**config.mk**
```make
export PLATFORM = sky130hd
export DESIGN_NAME = pvlt_ctrl_flat
export DESIGN_NICKNAME = d
export VERILOG_FILES = /design/src/hw/rtl/pvlt_pkg.sv /design/src/hw/rtl/pvlt_if.sv /design/src/hw/rtl/pvlt_ctrl.sv /design/src/flat_wrapper.sv
export SDC_FILE = /design/constraint.sdc
export NUM_CORES = 1
export LEC_CHECK = 0
export ABC_AREA = 1
export BUFFER_PORTS_ARGS = -buffer_cell sky130_fd_sc_hd__buf_2
export CAP_MARGIN = 5
export CORE_MARGIN = 2
export CORE_UTILIZATION = 38
export DETAILED_ROUTE_END_ITERATION = 10
export GPL_ROUTABILITY_DRIVEN = 1
export PLACE_DENSITY = 0.61
export SLEW_MARGIN = 20
export SYNTH_ARGS = -nofsm -noshare
export SYNTH_HDL_FRONTEND = slang
export SYNTH_SLANG_ARGS = --single-unit
```
**constraint.sdc**
```tcl
create_clock -name clk -period 5 [get_ports clk]
set_input_delay 0.5 -clock clk [delete_from_list [all_inputs] [get_ports clk]]
set_output_delay 0.5 -clock clk [all_outputs]
set_load 0.05 [all_outputs]
```
**src/hw/rtl/pvlt_pkg.sv**
```systemverilog
// Package for the packed value list table: field widths, request and
// status codes, and the result record passed from the sequencer to the top.
// No dependencies.
package pvlt_pkg;

  localparam int DATA_W           = 32;
  localparam int ACTION_W         = 2;
  localparam int STATUS_W         = 2;
  localparam int POS_W            = 7;
  localparam int FILL_W           = 8;
  localparam int CAPACITY_DEFAULT = 128;

  // Request kinds carried in the action field.
  typedef enum logic [ACTION_W-1:0] {
    ACT_ADD    = 2'd0,
    ACT_SEARCH = 2'd1,
    ACT_UPDATE = 2'd2,
    ACT_DELETE = 2'd3
  } action_t;

  // Outcome codes carried in the status field.
  typedef enum logic [STATUS_W-1:0] {
    ST_DONE    = 2'd0,
    ST_FULL    = 2'd1,
    ST_MISSING = 2'd2
  } status_t;

  // One finished result, as handed to the output register.
  typedef struct packed {
    status_t            status;
    logic [POS_W-1:0]   position;
    logic [FILL_W-1:0]  fill_count;
  } result_t;

endpackage

```
**src/hw/rtl/pvlt_if.sv**
```systemverilog
// Valid/ready channel interfaces for the request and result beats.
// Depends on pvlt_pkg for the field widths.

interface pvlt_req_if;
  import pvlt_pkg::*;

  logic                       valid;
  logic                       ready;
  logic [ACTION_W-1:0]        action;
  logic signed [DATA_W-1:0]   key;
  logic signed [DATA_W-1:0]   replacement;

  modport source (output valid, output action, output key, output replacement,
                  input ready);
  modport sink   (input valid, input action, input key, input replacement,
                  output ready);
endinterface


```
**src/hw/rtl/pvlt_ctrl.sv**
```systemverilog
// Sequencer of the value list: takes a request, walks the entries through the
// single read port and shared comparator, shifts entries down on delete.
// Depends on pvlt_pkg and pvlt_if.
module pvlt_ctrl #(
  parameter int CAPACITY = pvlt_pkg::CAPACITY_DEFAULT,
  parameter int IDX_W    = 7
) (
  input  logic                          clk,
  input  logic                          rst,
  pvlt_req_if.sink                      req,
  output logic                          res_valid,
  input  logic                          res_taken,
  output pvlt_pkg::result_t             res,
  output logic                          mem_we,
  output logic [IDX_W-1:0]              mem_waddr,
  output logic [pvlt_pkg::DATA_W-1:0]   mem_wdata,
  output logic [IDX_W-1:0]              mem_raddr,
  input  logic [pvlt_pkg::DATA_W-1:0]   mem_rdata
);
  import pvlt_pkg::*;

  localparam int CntW = $clog2(CAPACITY + 1);

  typedef enum logic [1:0] {
    S_IDLE,
    S_SCAN,
    S_SHIFT,
    S_REPORT
  } state_t;

  state_t              state;
  logic [CntW-1:0]     count;
  logic [IDX_W-1:0]    idx;
  action_t             act;
  logic [DATA_W-1:0]   key;
  logic [DATA_W-1:0]   repl;
  status_t             res_status;
  logic [IDX_W-1:0]    res_pos;

  logic                in_fire;
  logic [CntW-1:0]     idx_ext;
  logic [CntW-1:0]     idx_inc;
  logic                match;
  logic                has_room;

  assign in_fire  = req.valid && req.ready;
  assign req.ready = (state == S_IDLE);
  assign idx_ext  = CntW'(idx);
  assign idx_inc  = idx_ext + CntW'(1);
  assign match    = (mem_rdata == key);
  assign has_room = (count < CntW'(CAPACITY));

  assign res_valid      = (state == S_REPORT);
  assign res.status     = res_status;
  assign res.position   = POS_W'(res_pos);
  assign res.fill_count = FILL_W'(count);

  // Memory port control. The read address runs one entry ahead of the
  // entry whose data is being compared or moved.
  always_comb begin
    mem_we    = 1'b0;
    mem_waddr = idx;
    mem_wdata = key;
    mem_raddr = idx + IDX_W'(1);
    unique case (state)
      S_IDLE: begin
        mem_raddr = '0;
        if (in_fire && action_t'(req.action) == ACT_ADD && has_room) begin
          mem_we    = 1'b1;
          mem_waddr = IDX_W'(count);
          mem_wdata = req.key;
        end
      end
      S_SCAN: begin
        if (match && act == ACT_UPDATE) begin
          mem_we    = 1'b1;
          mem_wdata = repl;
        end
      end
      S_SHIFT: begin
        mem_raddr = idx + IDX_W'(1) + IDX_W'(1);
        if (idx_inc < count) begin
          mem_we    = 1'b1;
          mem_wdata = mem_rdata;
        end
      end
      S_REPORT: begin
      end
      default: begin
      end
    endcase
  end

  // Sequencer state, fill count and the pending result.
  always_ff @(posedge clk) begin
    if (rst) begin
      state <= S_IDLE;
      count <= '0;
    end else begin
      unique case (state)
        S_IDLE: begin
          if (in_fire) begin
            act        <= action_t'(req.action);
            key        <= req.key;
            repl       <= req.replacement;
            idx        <= '0;
            res_status <= ST_DONE;
            res_pos    <= '0;
            if (action_t'(req.action) == ACT_ADD) begin
              if (has_room) begin
                res_pos <= IDX_W'(count);
                count   <= count + CntW'(1);
              end else begin
                res_status <= ST_FULL;
              end
              state <= S_REPORT;
            end else if (count == '0) begin
              res_status <= ST_MISSING;
              state      <= S_REPORT;
            end else begin
              state <= S_SCAN;
            end
          end
        end
        S_SCAN: begin
          if (match) begin
            res_pos <= idx;
            state   <= (act == ACT_DELETE) ? S_SHIFT : S_REPORT;
          end else if (idx_inc == count) begin
            res_status <= ST_MISSING;
            state      <= S_REPORT;
          end else begin
            idx <= idx + IDX_W'(1);
          end
        end
        S_SHIFT: begin
          if (idx_inc < count) begin
            idx <= idx + IDX_W'(1);
          end else begin
            count <= count - CntW'(1);
            state <= S_REPORT;
          end
        end
        S_REPORT: begin
          if (res_taken) begin
            state <= S_IDLE;
          end
        end
        default: begin
          state <= S_IDLE;
        end
      endcase
    end
  end

  // The fill count never passes the capacity.
  a_count_bound: assert property (@(posedge clk) disable iff (rst)
    count <= CntW'(CAPACITY))
    else $error("fill count above capacity");

  // The scan only visits filled positions.
  a_scan_in_range: assert property (@(posedge clk) disable iff (rst)
    (state == S_SCAN) |-> (idx_inc <= count))
    else $error("scan index beyond fill count");

  // An add with room grows the list by exactly one.
  a_add_grows: assert property (@(posedge clk) disable iff (rst)
    (in_fire && action_t'(req.action) == ACT_ADD && has_room)
      |=> (count == $past(count) + CntW'(1)))
    else $error("add did not raise the fill count");

  // The end of a delete shift lowers the count by one.
  a_delete_shrinks: assert property (@(posedge clk) disable iff (rst)
    (state == S_SHIFT && !(idx_inc < count)) |=> (count == $past(count) - CntW'(1)))
    else $error("delete did not lower the fill count");

endmodule

```
**src/flat_wrapper.sv**
```systemverilog
// flat-port wrapper written by rule: the top's interface ports become plain ports
module pvlt_ctrl_flat import pvlt_pkg::*;
#(
  parameter int CAPACITY = pvlt_pkg::CAPACITY_DEFAULT,
  parameter int IDX_W    = 7
)
  (clk, rst, res_valid, res_taken, res, mem_we, mem_waddr, mem_wdata, mem_raddr, mem_rdata, req_valid, req_action, req_key, req_replacement, req_ready);
  pvlt_req_if req_i ();
  input  logic clk;
  input  logic rst;
  output logic res_valid;
  input  logic res_taken;
  output pvlt_pkg::result_t res;
  output logic mem_we;
  output logic [IDX_W-1:0] mem_waddr;
  output logic [pvlt_pkg::DATA_W-1:0] mem_wdata;
  output logic [IDX_W-1:0] mem_raddr;
  input  logic [pvlt_pkg::DATA_W-1:0] mem_rdata;
  input wire logic [$bits(req_i.valid)-1:0] req_valid;
  input wire logic [$bits(req_i.action)-1:0] req_action;
  input wire logic [$bits(req_i.key)-1:0] req_key;
  input wire logic [$bits(req_i.replacement)-1:0] req_replacement;
  output wire logic [$bits(req_i.ready)-1:0] req_ready;
  assign req_i.valid = req_valid;
  assign req_i.action = req_action;
  assign req_i.key = req_key;
  assign req_i.replacement = req_replacement;
  assign req_ready = req_i.ready;
  pvlt_ctrl #(.CAPACITY(CAPACITY), .IDX_W(IDX_W)) u_core (.clk(clk), .rst(rst), .req(req_i), .res_valid(res_valid), .res_taken(res_taken), .res(res), .mem_we(mem_we), .mem_waddr(mem_waddr), .mem_wdata(mem_wdata), .mem_raddr(mem_raddr), .mem_rdata(mem_rdata));
endmodule
```
### After elaboration in Yosys (flattened, before gate mapping)

Cells that the tools add are included.

* bits in registers: 92
* bits of input ports: 102
* output and inout port bits: 66
* word-level logic and storage cells: 92

* add/subtract/negate cells: 5
* $lt $le $gt $ge: 2
* equal/unequal tests: 18
* multiplexer cells: 42
* bitwise operators: 1
* reductions and logical operators: 16

Operator list (number)
* $mux 32: 3
* $pmux 32 s3: 1
* $mux 7: 10
* $eq 32x32->1: 1
* $mux 8: 4
* $pmux 7 s2: 2
* $mux 2: 12
* $pmux 7 s3: 1
* $pmux 8 s2: 1
* $add 7x1->7 const B: 2
* $ne 2x2->1 const B: 6
* $reduce_and 5->1: 2
* $add 7x1->8 const B: 1
* $add 8x1->8 const B: 1
* $eq 2x2->1 const B: 4
* $eq 8x8->1: 1
* $logic_not 8->1: 1
* $lt 8x8->1: 1
* $lt 8x8->1 const B: 1
* $ne 2x1->1 const B: 4
* $pmux 2 s4: 1
* $reduce_and 4->1: 2
* $sub 8x1->8 const B: 1
* $reduce_and 6->1: 1
* other kinds (11): 20

### Logic depth before layout (Yosys ltp)

Gate-level depths: netlist of run 1.

* depth in word-level cells: 6
* gate-level depth with buffers: 16
* gate-level depth less buffers: 15

### Worst setup path after synthesis of run 1

No wires, ideal clock.

* kind: reg-to-reg
* from: register u_core.state[1]
* to: register u_core.act[0] (enable)
* library setup time: 490 ps
* arrival: 4068 ps
* required time: 4510 ps
* path slack: 442 ps
* stages on the path, launching flop included: 6
* path buffers: 1
* clock period less this slack: 4558 ps
* cells stage by stage: dfxtp_1 inv_1 ha_1 clkbuf_1 nand2_1 nor2_1

* cells in the longest elaborated chain, start to end: 3

RTL lines
* from (decl): line pvlt_ctrl.sv:31 `state_t state;`
* from (signal assigned): line pvlt_ctrl.sv:128 `state <= (act == ACT_DELETE) ? S_SHIFT : S_REPORT;`
* $logic_not 2->1 (*): line pvlt_ctrl.sv:47 `assign req.ready = (state == S_IDLE);`
* via req_ready: line flat_wrapper.sv:23 `output wire logic [$bits(req_i.ready)-1:0] req_ready;`
* $logic_and 1x1->1: line pvlt_ctrl.sv:46 `assign in_fire = req.valid && req.ready;`
* $reduce_and 3->1 (no line) (*)
* to (signal assigned): line pvlt_ctrl.sv:103 `act <= action_t'(req.action);`
* to (decl): line pvlt_ctrl.sv:34 `action_t act;`

The timed path passes the listed nets; every way through them passes the cells marked *.
A chain may end at the register's enable or synchronous reset.

### Worst setup path in the final report of run 1

* from: register u_core.idx[0]
* to: output port mem_wdata[16] in the netlist's numbering

* cells in the longest elaborated chain, start to end: 4

RTL lines
* from (decl): line pvlt_ctrl.sv:33 `logic [IDX_W-1:0] idx;`
* from (signal assigned): line pvlt_ctrl.sv:133 `idx <= idx + IDX_W'(1);`
* from (signal assigned): line pvlt_ctrl.sv:138 `idx <= idx + IDX_W'(1);`
* $add 7x1->8: line pvlt_ctrl.sv:49 `assign idx_inc = idx_ext + CntW'(1);`
* via u_core.idx_inc[6]: line pvlt_ctrl.sv:42 `logic [CntW-1:0] idx_inc;`
* $lt 8x8->1: line pvlt_ctrl.sv:82 `if (idx_inc < count) begin`
* $mux 32: line pvlt_ctrl.sv:82
* $pmux 32 s3: line pvlt_ctrl.sv:65 `unique case (state)`
* to (decl): line flat_wrapper.sv:16 `output logic [pvlt_pkg::DATA_W-1:0] mem_wdata;`

The timed path passes the listed nets, and every way through them passes these cells.

==> results of run 1 <==
-- routing by layer --
layer | share of wire (%) | wire length, um | global-route usage (%)
met1 | 46 | 10000 | 32.1
met2 | 45 | 9900 | 35.8
met3 | 7.2 | 1580 | 3.81
met4 | 1.4 | 314 | 6.44
met5 | 0.15 | 32 | 0
-- cells in the mapped netlist, types with 2 or more instances --
| cell type | count |
|---|---|
| clkbuf_1 | 20 |
| inv_1 | 119 |
| clkbuf_2 | 2 |
| and2_1 | 3 |
| a21oi_2 | 29 |
| o31ai_1 | 2 |
| buf_6 | 3 |
| o32ai_1 | 5 |
| buf_1 | 2 |
| xnor2_1 | 14 |
| clkinv_1 | 2 |
| nor2_4 | 2 |
| o21ai_0 | 117 |
| buf_4 | 4 |
| nand2_1 | 208 |
| buf_2 | 15 |
| nand4_1 | 44 |
| ha_1 | 20 |
| nor2_2 | 5 |
| o21a_1 | 2 |
| a21oi_1 | 57 |
| o21ai_1 | 3 |
| nand3_1 | 48 |
| xor2_1 | 8 |
| nor2_1 | 68 |
| inv_2 | 17 |
| edfxtp_1 | 82 |
| dfxtp_1 | 10 |
-- layout make-up --
| class | count | share of cell area (%) |
|---|---|---|
| antenna | 1 | 0.0308 |
| multi-input combinational | 649 | 42.4 |
| sequential | 92 | 32.8 |
| timing repair buffer | 177 | 11.4 |
| inverter | 138 | 6.37 |
| tap | 229 | 3.52 |
| clock buffer | 13 | 3.34 |
| clock inverter | 3 | 0.231 |
-- state kept, by name, summed over array words and instances, names as in the netlist --
register / count
u_core.state: 2
u_core.key: 32
u_core.act: 2
u_core.repl: 32
u_core.count: 8
u_core.res_status: 2
u_core.res_pos: 7
u_core.idx: 7
-- metrics by stage --
| step | hold slack [ns] | cells | utilization (%) | instance area [sq um] | total power, mW |
|---|---|---|---|---|---|
| CTS | 0.307 | 1301 | 45.6 | 8130 | 5.18 |
| finish | 0.317 | 1302 | 45.6 | 8130 | 5.16 |
| global placement | 0.511 | 1285 | 43.9 | 7840 | 4.47 |
| global route | 0.310 | 1301 | 45.6 | 8130 | 5.48 |
| floorplan | 0.476 | 925 | - | 6840 | 3.69 |
| detailed placement | 0.510 | 1285 | 43.9 | 7840 | 4.47 |
-- power groups by stage --
stage	sequential, mW	combinational [mW]	clock [mW]
5_1_grt	1.13	3.62	0.732
4_1_cts	1.11	3.36	0.705
6_report	1.11	3.35	0.696
3_3_place_gp	1.12	3.35	0
2_1_floorplan	1.23	2.45	0
3_5_place_dp	1.12	3.35	0
-- worst max-delay path, delay by kind of cell (launching register included) --
kind | cells | cell delay, ns
buffers and inverters | 3 | 0.67
DFF | 1 | 0.51
xor gates and xnor gates | 1 | 0.19
AOI/OAI and AO/OA | 4 | 0.68
and+or+nand+nor | 4 | 0.52
adders and majority gates | 2 | 0.58
-- logic make-up (layout without fill, tap and decap cells) --
group           count (synthesis)  in the layout  share of synthesized area (%)
flops                          92             92                           38.9
other cells                     0              1                              0
compound gates                220            220                           18.3
xor+xnor                       23             23                           3.05
simple gates                  385            385                           24.8
buf+inv                       184            331                           11.0
fa+ha+maj                      21             21                           3.95
-- path summary, 6_finish.rpt --
kind / startpoint / endpoint / slack (ns)
setup / recovery: u_core.idx[0] / mem_wdata[16] / 0.98
setup reg to reg: u_core.idx[0] / u_core.idx[2] / 1.87
hold reg to reg: u_core.state[0] / u_core.state[0] / 0.52
hold / removal: req_replacement[17] / u_core.repl[17] / 0.32
==> impl_metrics.yaml, run 1 <==
layout:
  mostFrequentLayoutCells: "nand2_1, buf_2, inv_1"
  layout-drive-gt1-share_pct: 23.7
  area_growth_pct: 18.8
  fin_nets: 1190
  multi_input_area_sq_mm: 0.00345
  seq_area_sq_mm: 0.00266
  final_common_cell: "nand2_1"
  n_fill_cell: 1822
clock_network:
  insertion_delay_ns: 0.36
  post-cts-setup-buffers: 0
  cts_tree: "done"
  clockBufferDepth: 2
  cts_num_sinks: 92
  htree_levels: 3
  cts_made_buffers: 9
  hold_buffers: 0
  path_clk_slew_ns: 0.07
  ctsResizeCount: 0
  cts_root_buf: "clkbuf_16"
pwr:
  irDropWorstVdd_uv: 627
  p_per_area_mw_per_mm2: 635
  switching_share_pct: 56.1
  power_switching_mw: 2.89
  power_frac_seq_pct: 21.5
  power_frac_comb_pct: 65.0
  power_leakage_nw: 3.78
  p_int_mw: 2.27
  clkPwrFrac_pct: 13.5
routing:
  num_vias: 6785
  viasPerCell: 5.21
  drt_iter0_drc: 520
  drt_wl_total_mm: 21.8
  drc: 0
  dr.pass1.iters: 6
  wire_per_inst_um: 16.8
  drtAntennaViolNets: 0
timing:
  fin_setup_tns_ns: 0
  fin_skew_ns: 0.00767
  clock.fmax_ghz: 0.249
  finalCriticalPeriod_ns: 4.02
  finalWorstSetupSlack_ns: 0.984
  tightest_slew_ns: 1.08
  finalCritPeriodShare_pct: 80.3
  rsz0062_at_grt: "no"
  finalHoldViolations: 0
  relSlewSlack_pct: 28.3
  maxSlewViolCount: 0
  setup_viol: 0
setup_path:
  path_cells: "ha_1, nand4_1, nor2_1, xor2_1, inv_1, ha_1, nand4_1, o21bai_2, nand3_2, buf_4, o21ai_0, a21oi_1, a21oi_2, buf_2"
  worstSetupPathType: "register to primary output"
  critPathArrivalTime_ns: 3.52
  start_kind: "register"
  end_kind: "primary output"
  worst_path_max_delay_cell: "edfxtp_1"
  slowest_delay_ns: 0.51
  worstRegToRegCells: 13
  required_ns: 4.50
  critPathMaxFanout: 29
placement:
  place.gp.congestion: 0.888
  dpl_worst_slack_ns: 1.37
  port_buffers: 167
  hpwl_mm: 15.2
logic_synthesis:
  synth-seq-cells: 92
  synthArstFlopShare_pct: 0
  syn_avg_cell_area_sq_um: 7.40
  synthFlopType: "edfxtp_1"
  yosysSeqAreaShare_pct: 38.9
  synth_area_leaders: "edfxtp_1, nand2_1, o21ai_0, inv_1, a21oi_1"
  postSynthCellCount: 925
  synth_cell_types: 42
  synth_top_area_cell: "edfxtp_1"
  synthesis.nets: 1048
  yosys.area.top_type_share_pct: 36.0
  synth_edf_count: 82
  netlist_area_sq_mm: 0.00684
  synth_warnings: 0
die:
  ioPinCount: 168
  core_sq_mm: 0.0178
  fp.dieH_um: 138
  initial_utilization_pct: 38.4
  die_w_um: 138
  fp.dieArea_sq_mm: 0.0191
  num_rows: 49
worst_hold_path:
  holdPathStages: 1
  hold_path_class: "input port to register"
global_routing:
  grt_usage_pct: 22.7
  grt_pass1_vias: 6388
  grt_max_degree: 81
  gr-total-overflow: 0
  grt_first_pass_wirelength_mm: 34.3
  antenna_found_initial: 3
outcome:
  status: "completed"
flow_run:
  maxCapViolations: 0
(Power assumes the default switching activity.)
==> inputs of run 2 (changes only) <==
--- a/config.mk
+++ b/config.mk
@@ -5,14 +5,14 @@
 export SDC_FILE = /design/constraint.sdc
 export NUM_CORES = 1
 export LEC_CHECK = 0
-export ABC_AREA = 1
+export ABC_AREA = 0
 export BUFFER_PORTS_ARGS = -buffer_cell sky130_fd_sc_hd__buf_2
 export CAP_MARGIN = 5
 export CORE_MARGIN = 2
 export CORE_UTILIZATION = 38
 export DETAILED_ROUTE_END_ITERATION = 10
 export GPL_ROUTABILITY_DRIVEN = 1
-export PLACE_DENSITY = 0.61
+export PLACE_DENSITY = 0.63
 export SLEW_MARGIN = 20
 export SYNTH_ARGS = -nofsm -noshare
 export SYNTH_HDL_FRONTEND = slang
==> constraint.sdc (replaced) <==
create_clock -name clk -period 3.9 [get_ports clk]
set_input_delay 0.39 -clock clk [delete_from_list [all_inputs] [get_ports clk]]
set_output_delay 0.39 -clock clk [all_outputs]
set_load 0.05 [all_outputs]
==> run 2 against run 1 <==
Effect of this change:
- worst hold slack lost 0.10 ns
- total power is 8.9% higher
- cell area shrank 17%
- die area shrank 22%
- sequential power up 31%
- critical path depth is 2 lower
- clock-buffer cell count is 3 lower
- highest routed layer is now met4
==> impl_metrics.yaml, run 2 <==
outcome:
  status: "completed"
logic_synthesis:
  postSynthCellCount: 447
  synth_top_area_cell: "edfxtp_1"
  synth_edf_count: 82
  synth-seq-cells: 92
  synthFlopType: "edfxtp_1"
  yosysSeqAreaShare_pct: 50.1
  synthesis.nets: 570
  syn_avg_cell_area_sq_um: 11.9
  yosysMostFrequentCell: "edfxtp_1"
  netlist_area_sq_mm: 0.00531
  synth_area_leaders: "edfxtp_1, xor2_1, a221o_1, ha_1, a22o_2"
  synthArstFlopShare_pct: 0
  synth_cell_types: 54
  synth_common_cells: "edfxtp_1, xor2_1, a221o_1, inv_1"
  yosys.area.top_type_share_pct: 46.4
  synth_warnings: 0
layout:
  multi_input_area_sq_mm: 0.00242
  seq_area_sq_mm: 0.00266
  final_common_cell: "buf_2"
  fin_util_pct: 49.1
  reg.largest.list: "u_core.key x32, u_core.repl x32, u_core.count x8"
  fin_nets: 757
  stdcell_count: 816
  n_antenna_cell: 0
  fin_area_sq_mm: 0.00676
  mostFrequentLayoutCells: "buf_2, edfxtp_1, xor2_1"
  area_growth_pct: 27.3
  n_fill_cell: 1264
  layout-drive-gt1-share_pct: 38.2
setup_path:
  end_kind: "primary output"
  slowest_delay_ns: 0.50
  worstSetupPathType: "register to primary output"
  worst_path_max_delay_cell: "edfxtp_1"
  worstRegToRegCells: 11
  path_cells: "ha_1, nand3_1, xor2_1, inv_1, ha_1, nand4_1, a21oi_4, nor4_2, buf_12, a22o_2, a221o_1, clkbuf_4"
  crit_top_cell: "ha_1"
  required_ns: 3.51
  rrSetupSlack_ns: 0.71
  r2r-end: "u_core.count[3]"
  r2r-start: "u_core.idx[0]"
  critPathArrivalTime_ns: 3.45
  start_kind: "register"
  critPathMaxFanout: 30
pwr:
  power_leakage_nw: 2.83
  p_per_area_mw_per_mm2: 831
  power_frac_comb_pct: 59.2
  switching_share_pct: 50.0
  power_switching_mw: 2.81
  clkPwrFrac_pct: 15.0
  p_int_mw: 2.81
  p_total_mw: 5.62
  power_frac_seq_pct: 25.8
  irDropWorstVdd_uv: 691
routing:
  drtAntennaViolNets: 0
  viasPerCell: 5.62
  num_vias: 4584
  wire_per_inst_um: 19.7
  drc: 0
  dr.pass1.iters: 4
  drt_wl_total_mm: 16.1
  drt_iter0_drc: 363
timing:
  clock.fmax_ghz: 0.261
  setup_viol: 0
  finalCritPeriodShare_pct: 98.4
  relSlewSlack_pct: 43.2
  finalCriticalPeriod_ns: 3.84
  maxSlewViolCount: 0
  hold_slack_ns: 0.216
  finalHoldViolations: 0
  tightest_slew_ns: 0.852
  fin_skew_ns: 0.0114
die:
  core_sq_mm: 0.0138
  die_w_um: 122
  num_rows: 43
  fp.dieArea_sq_mm: 0.0149
  initial_utilization_pct: 38.6
  fp.dieH_um: 122
  ioPinCount: 168
clock_network:
  htree_levels: 3
  insertion_delay_ns: 0.35
  clockBufferDepth: 2
  cts_num_sinks: 92
  hold_buffers: 0
  path_clk_slew_ns: 0.06
  cts_made_buffers: 9
  cts_tree: "done"
  cts_root_buf: "clkbuf_16"
global_routing:
  antenna_found_initial: 0
  grt_pass1_vias: 4532
  gr-total-overflow: 0
  grt_first_pass_wirelength_mm: 23.8
  grt_max_degree: 67
  grt_usage_pct: 20.9
flow_run:
  maxCapViolations: 0
worst_hold_path:
  worstHoldStart: "req_replacement[9]"
  hold_path_class: "input port to register"
  min_to: "u_core.repl[9]"
  holdPathStages: 1
placement:
  place.gp.congestion: 0.914
  place_inst: 788
  postPlaceCellArea_sq_mm: 0.00633
  hpwl_mm: 11.8
  port_buffers: 167
## run 2: metal layers
metal	global-route usage, %	part of all wire (%)
met1	26.1	40
met2	36.8	49
met3	3.76	9.0
met4	6.39	1.5
met5	0	0
## run 2: cells by family after synthesis
kind of cell | Yosys count | share of synthesized area [%]
and+or+nand+nor | 105 | 11.0
adders and majority gates | 21 | 5.09
AOI/OAI and AO/OA | 127 | 19.5
xor gates and xnor gates | 46 | 7.59
DFF | 92 | 50.1
buffers and inverters | 48 | 5.16
muxes | 8 | 1.55
## run 2: area by class of cell
class / count / area share (%)
sequential: 92 / 39.4
multi-input combinational: 307 / 35.9
timing repair buffer: 195 / 15.8
clock buffer: 10 / 3.39
tap: 180 / 3.33
inverter: 29 / 1.61
clock inverter: 3 / 0.611
## run 2: worst max path at each step
stage | start | endpoint | slack, ns | depth (start not counted)
after global placement | u_core.idx[0] | mem_wdata[1] | 0.32 | 12
after CTS | u_core.idx[2] | mem_wdata[1] | 0.05 | 12
after floorplan | u_core.idx[2] | mem_wdata[0] | 0.42 | 11
after global routing | u_core.idx[4] | mem_wdata[1] | -0.06 | 12
final | u_core.idx[0] | mem_wdata[1] | 0.06 | 12
after detailed placement | u_core.idx[0] | mem_wdata[1] | 0.19 | 12
## run 2: repair_timing
action                                  CTS  global route
endpoints found under the setup margin   30            31
setup buffers                             1            14
resized for setup                         3             4
## run 2: through the flow
| stage | TNS (ns) | setup WS (ns) |
|---|---|---|
| floorplan | 0 | 0.418 |
| global placement | 0 | 0.318 |
| detailed placement | 0 | 0.193 |
| finish | 0 | 0.0622 |
| CTS | 0 | 0.0450 |
| global route | -0.732 | -0.0648 |
## run 2: worst max-delay path, delay by kind of cell (launching register included)
kind | cells | cell delay, ns
xor gates and xnor gates | 1 | 0.26
and+or+nand+nor | 3 | 0.41
DFF | 1 | 0.50
buffers and inverters | 3 | 0.54
AOI/OAI and AO/OA | 3 | 0.75
adders and majority gates | 2 | 0.62
## run 2: power by group through the flow
stage | Sequential (mW) | Clock (mW) | Combinational (mW)
2_1_floorplan | 1.61 | 0 | 2.26
3_3_place_gp | 1.46 | 0 | 3.13
3_5_place_dp | 1.47 | 0 | 3.18
4_1_cts | 1.45 | 0.856 | 3.22
5_1_grt | 1.47 | 0.892 | 3.56
6_report | 1.45 | 0.844 | 3.33
==> inputs of run 3 (changes only) <==
--- a/config.mk
+++ b/config.mk
@@ -8,11 +8,14 @@
 export ABC_AREA = 0
 export BUFFER_PORTS_ARGS = -buffer_cell sky130_fd_sc_hd__buf_2
 export CAP_MARGIN = 5
+export CELL_PAD_IN_SITES_DETAIL_PLACEMENT = 0
+export CELL_PAD_IN_SITES_GLOBAL_PLACEMENT = 1
 export CORE_MARGIN = 2
 export CORE_UTILIZATION = 38
 export DETAILED_ROUTE_END_ITERATION = 10
 export GPL_ROUTABILITY_DRIVEN = 1
-export PLACE_DENSITY = 0.63
+export PLACE_DENSITY = 0.78
+export SETUP_SLACK_MARGIN = 0.5
 export SLEW_MARGIN = 20
 export SYNTH_ARGS = -nofsm -noshare
 export SYNTH_HDL_FRONTEND = slang
==> run 3 against run 2 <==
Effect of this change:
- clock-buffer cell count decreased by 1
- worst hold slack got worse by 0.012 ns
- setup slack improved by 0.19 ns
- maximum frequency increased by 5.3%
- non-clock buffer count increased by 30
- via count increased by 3.0%
- cell area increased by 12%
- register-to-register slack improved by 0.09 ns
- clock power increased by 3.0%
- wire length increased by 9.6%
- core utilization increased by 5.9 points
- cell count increased by 4.4%
- critical endpoint is now mem_wdata[13]
==> impl_metrics.yaml, run 3 (synthesized netlist as in run 2, its figures left out) <==
routing:
  wire_per_inst_um: 20.7
  drt_wl_total_mm: 17.7
  num_vias: 4720
  dr.pass1.iters: 5
  drtAntennaViolNets: 0
  drc: 0
  viasPerCell: 5.54
  drt_iter0_drc: 425
clock_network:
  clockBufferDepth: 2
  cts_made_buffers: 9
  cts_root_buf: "clkbuf_16"
  cts_num_sinks: 92
  htree_levels: 3
  path_clk_slew_ns: 0.07
  cts_tree: "done"
  insertion_delay_ns: 0.36
setup_path:
  worst_path_max_delay_cell: "edfxtp_1"
  start_kind: "register"
  rrSetupSlack_ns: 0.80
  end_kind: "primary output"
  crit_buf_inv: 5
  critPathArrivalTime_ns: 3.25
  slowest_delay_ns: 0.43
  path_delay_family: "compound AO/OA/AOI/OAI gates"
  required_ns: 3.51
  critPathMaxFanout: 8
  worstSetupPathType: "register to primary output"
  path_cells: "buf_6, ha_4, inv_4, ha_4, nor2b_4, o211ai_1, a21oi_4, o21ai_4, o2111ai_4, buf_6, buf_16, a221o_2, buf_8"
layout:
  n_fill_cell: 1219
  area_growth_pct: 42.6
  fin_nets: 787
  seq_area_sq_mm: 0.00266
  final_common_cell: "buf_2"
  multi_input_area_sq_mm: 0.00263
  mostFrequentLayoutCells: "buf_2, edfxtp_1, buf_6"
  fin_area_sq_mm: 0.00757
  reg.largest.list: "u_core.key x32, u_core.repl x32, u_core.count x8"
  layout-drive-gt1-share_pct: 48.4
  fin_util_pct: 55.0
timing:
  tightest_slew_ns: 0.886
  setup_viol: 0
  rsz0062_at_grt: "yes"
  clock.fmax_ghz: 0.274
  finalCriticalPeriod_ns: 3.64
  fin_skew_ns: 0.00942
  maxSlewViolCount: 0
  finalHoldViolations: 0
  fin_setup_tns_ns: 0
  relSlewSlack_pct: 40.8
  finalCritPeriodShare_pct: 93.5
global_routing:
  grt_max_degree: 67
  grt_pass1_vias: 4717
  grt_first_pass_wirelength_mm: 25.4
  grt_usage_pct: 22.7
  gr-total-overflow: 0
  antenna_found_initial: 3
placement:
  port_buffers: 167
  postPlaceCellArea_sq_mm: 0.00637
  place.gp.congestion: 0.864
  hpwl_mm: 11.7
die:
  die_w_um: 122
  fp.dieArea_sq_mm: 0.0149
  num_rows: 43
  fp.dieH_um: 122
  ioPinCount: 168
  initial_utilization_pct: 38.6
  core_sq_mm: 0.0138
outcome:
  status: "completed"
pwr:
  p_total_mw: 6.58
  power_leakage_nw: 3.11
  p_per_area_mw_per_mm2: 869
  irDropWorstVdd_uv: 668
flow_run:
  maxCapViolations: 0
worst_hold_path:
  hold_path_class: "input port to register"
[run 3: per-layer routing]
layer	up-vias	track usage [%]	wire, um
met1	2301	27.7	7240
met5	-	0	0
met4	0	9.34	399
met2	212	39.2	8740
met3	26	4.41	1280
li1	2181	-	-
[run 3: power breakdown]
group / switching (mW) / internal, mW / total, mW
Clock: 0.420 / 0.449 / 0.869
Sequential: 0.126 / 1.29 / 1.42
Combinational: 2.60 / 1.69 / 4.30
[run 3: repair_timing]
action                                  CTS  global route
gates resized for setup                  95            37
pin swaps                                 9            24
buffers inserted                         32             6
endpoints found under the setup margin   33            34
hold buffers                              0             0
cloned                                    5             0
[run 3: stage by stage]
stage / setup slack, ns / cells / hold slack [ns]
after CTS: 0.297 / 843 / 0.194
after global routing: 0.171 / 850 / 0.199
final: 0.255 / 852 / 0.203
after floorplan: 0.510 / 447 / 0.481
after detailed placement: 0.251 / 790 / 0.512
after global placement: 0.322 / 790 / 0.499
[run 3: final timing paths]
check                startpoint               to  cells after the start
max               u_core.idx[1]    mem_wdata[13]                     13
min          req_replacement[5]   u_core.repl[5]                      1
max reg2reg     u_core.state[0]  u_core.count[6]                     10
min reg2reg     u_core.state[1]  u_core.state[1]                      2
[run 3: layout make-up]
| cell class | count | area share [%] |
|---|---|---|
| diodes | 3 | 0.0991 |
| clock buffers | 9 | 2.97 |
| clock inverters | 7 | 0.859 |
| inverters | 29 | 1.54 |
| multi-input cells | 307 | 34.8 |
| flip-flops and latches | 92 | 35.2 |
| well taps | 180 | 2.97 |
| repair buffers | 225 | 21.6 |
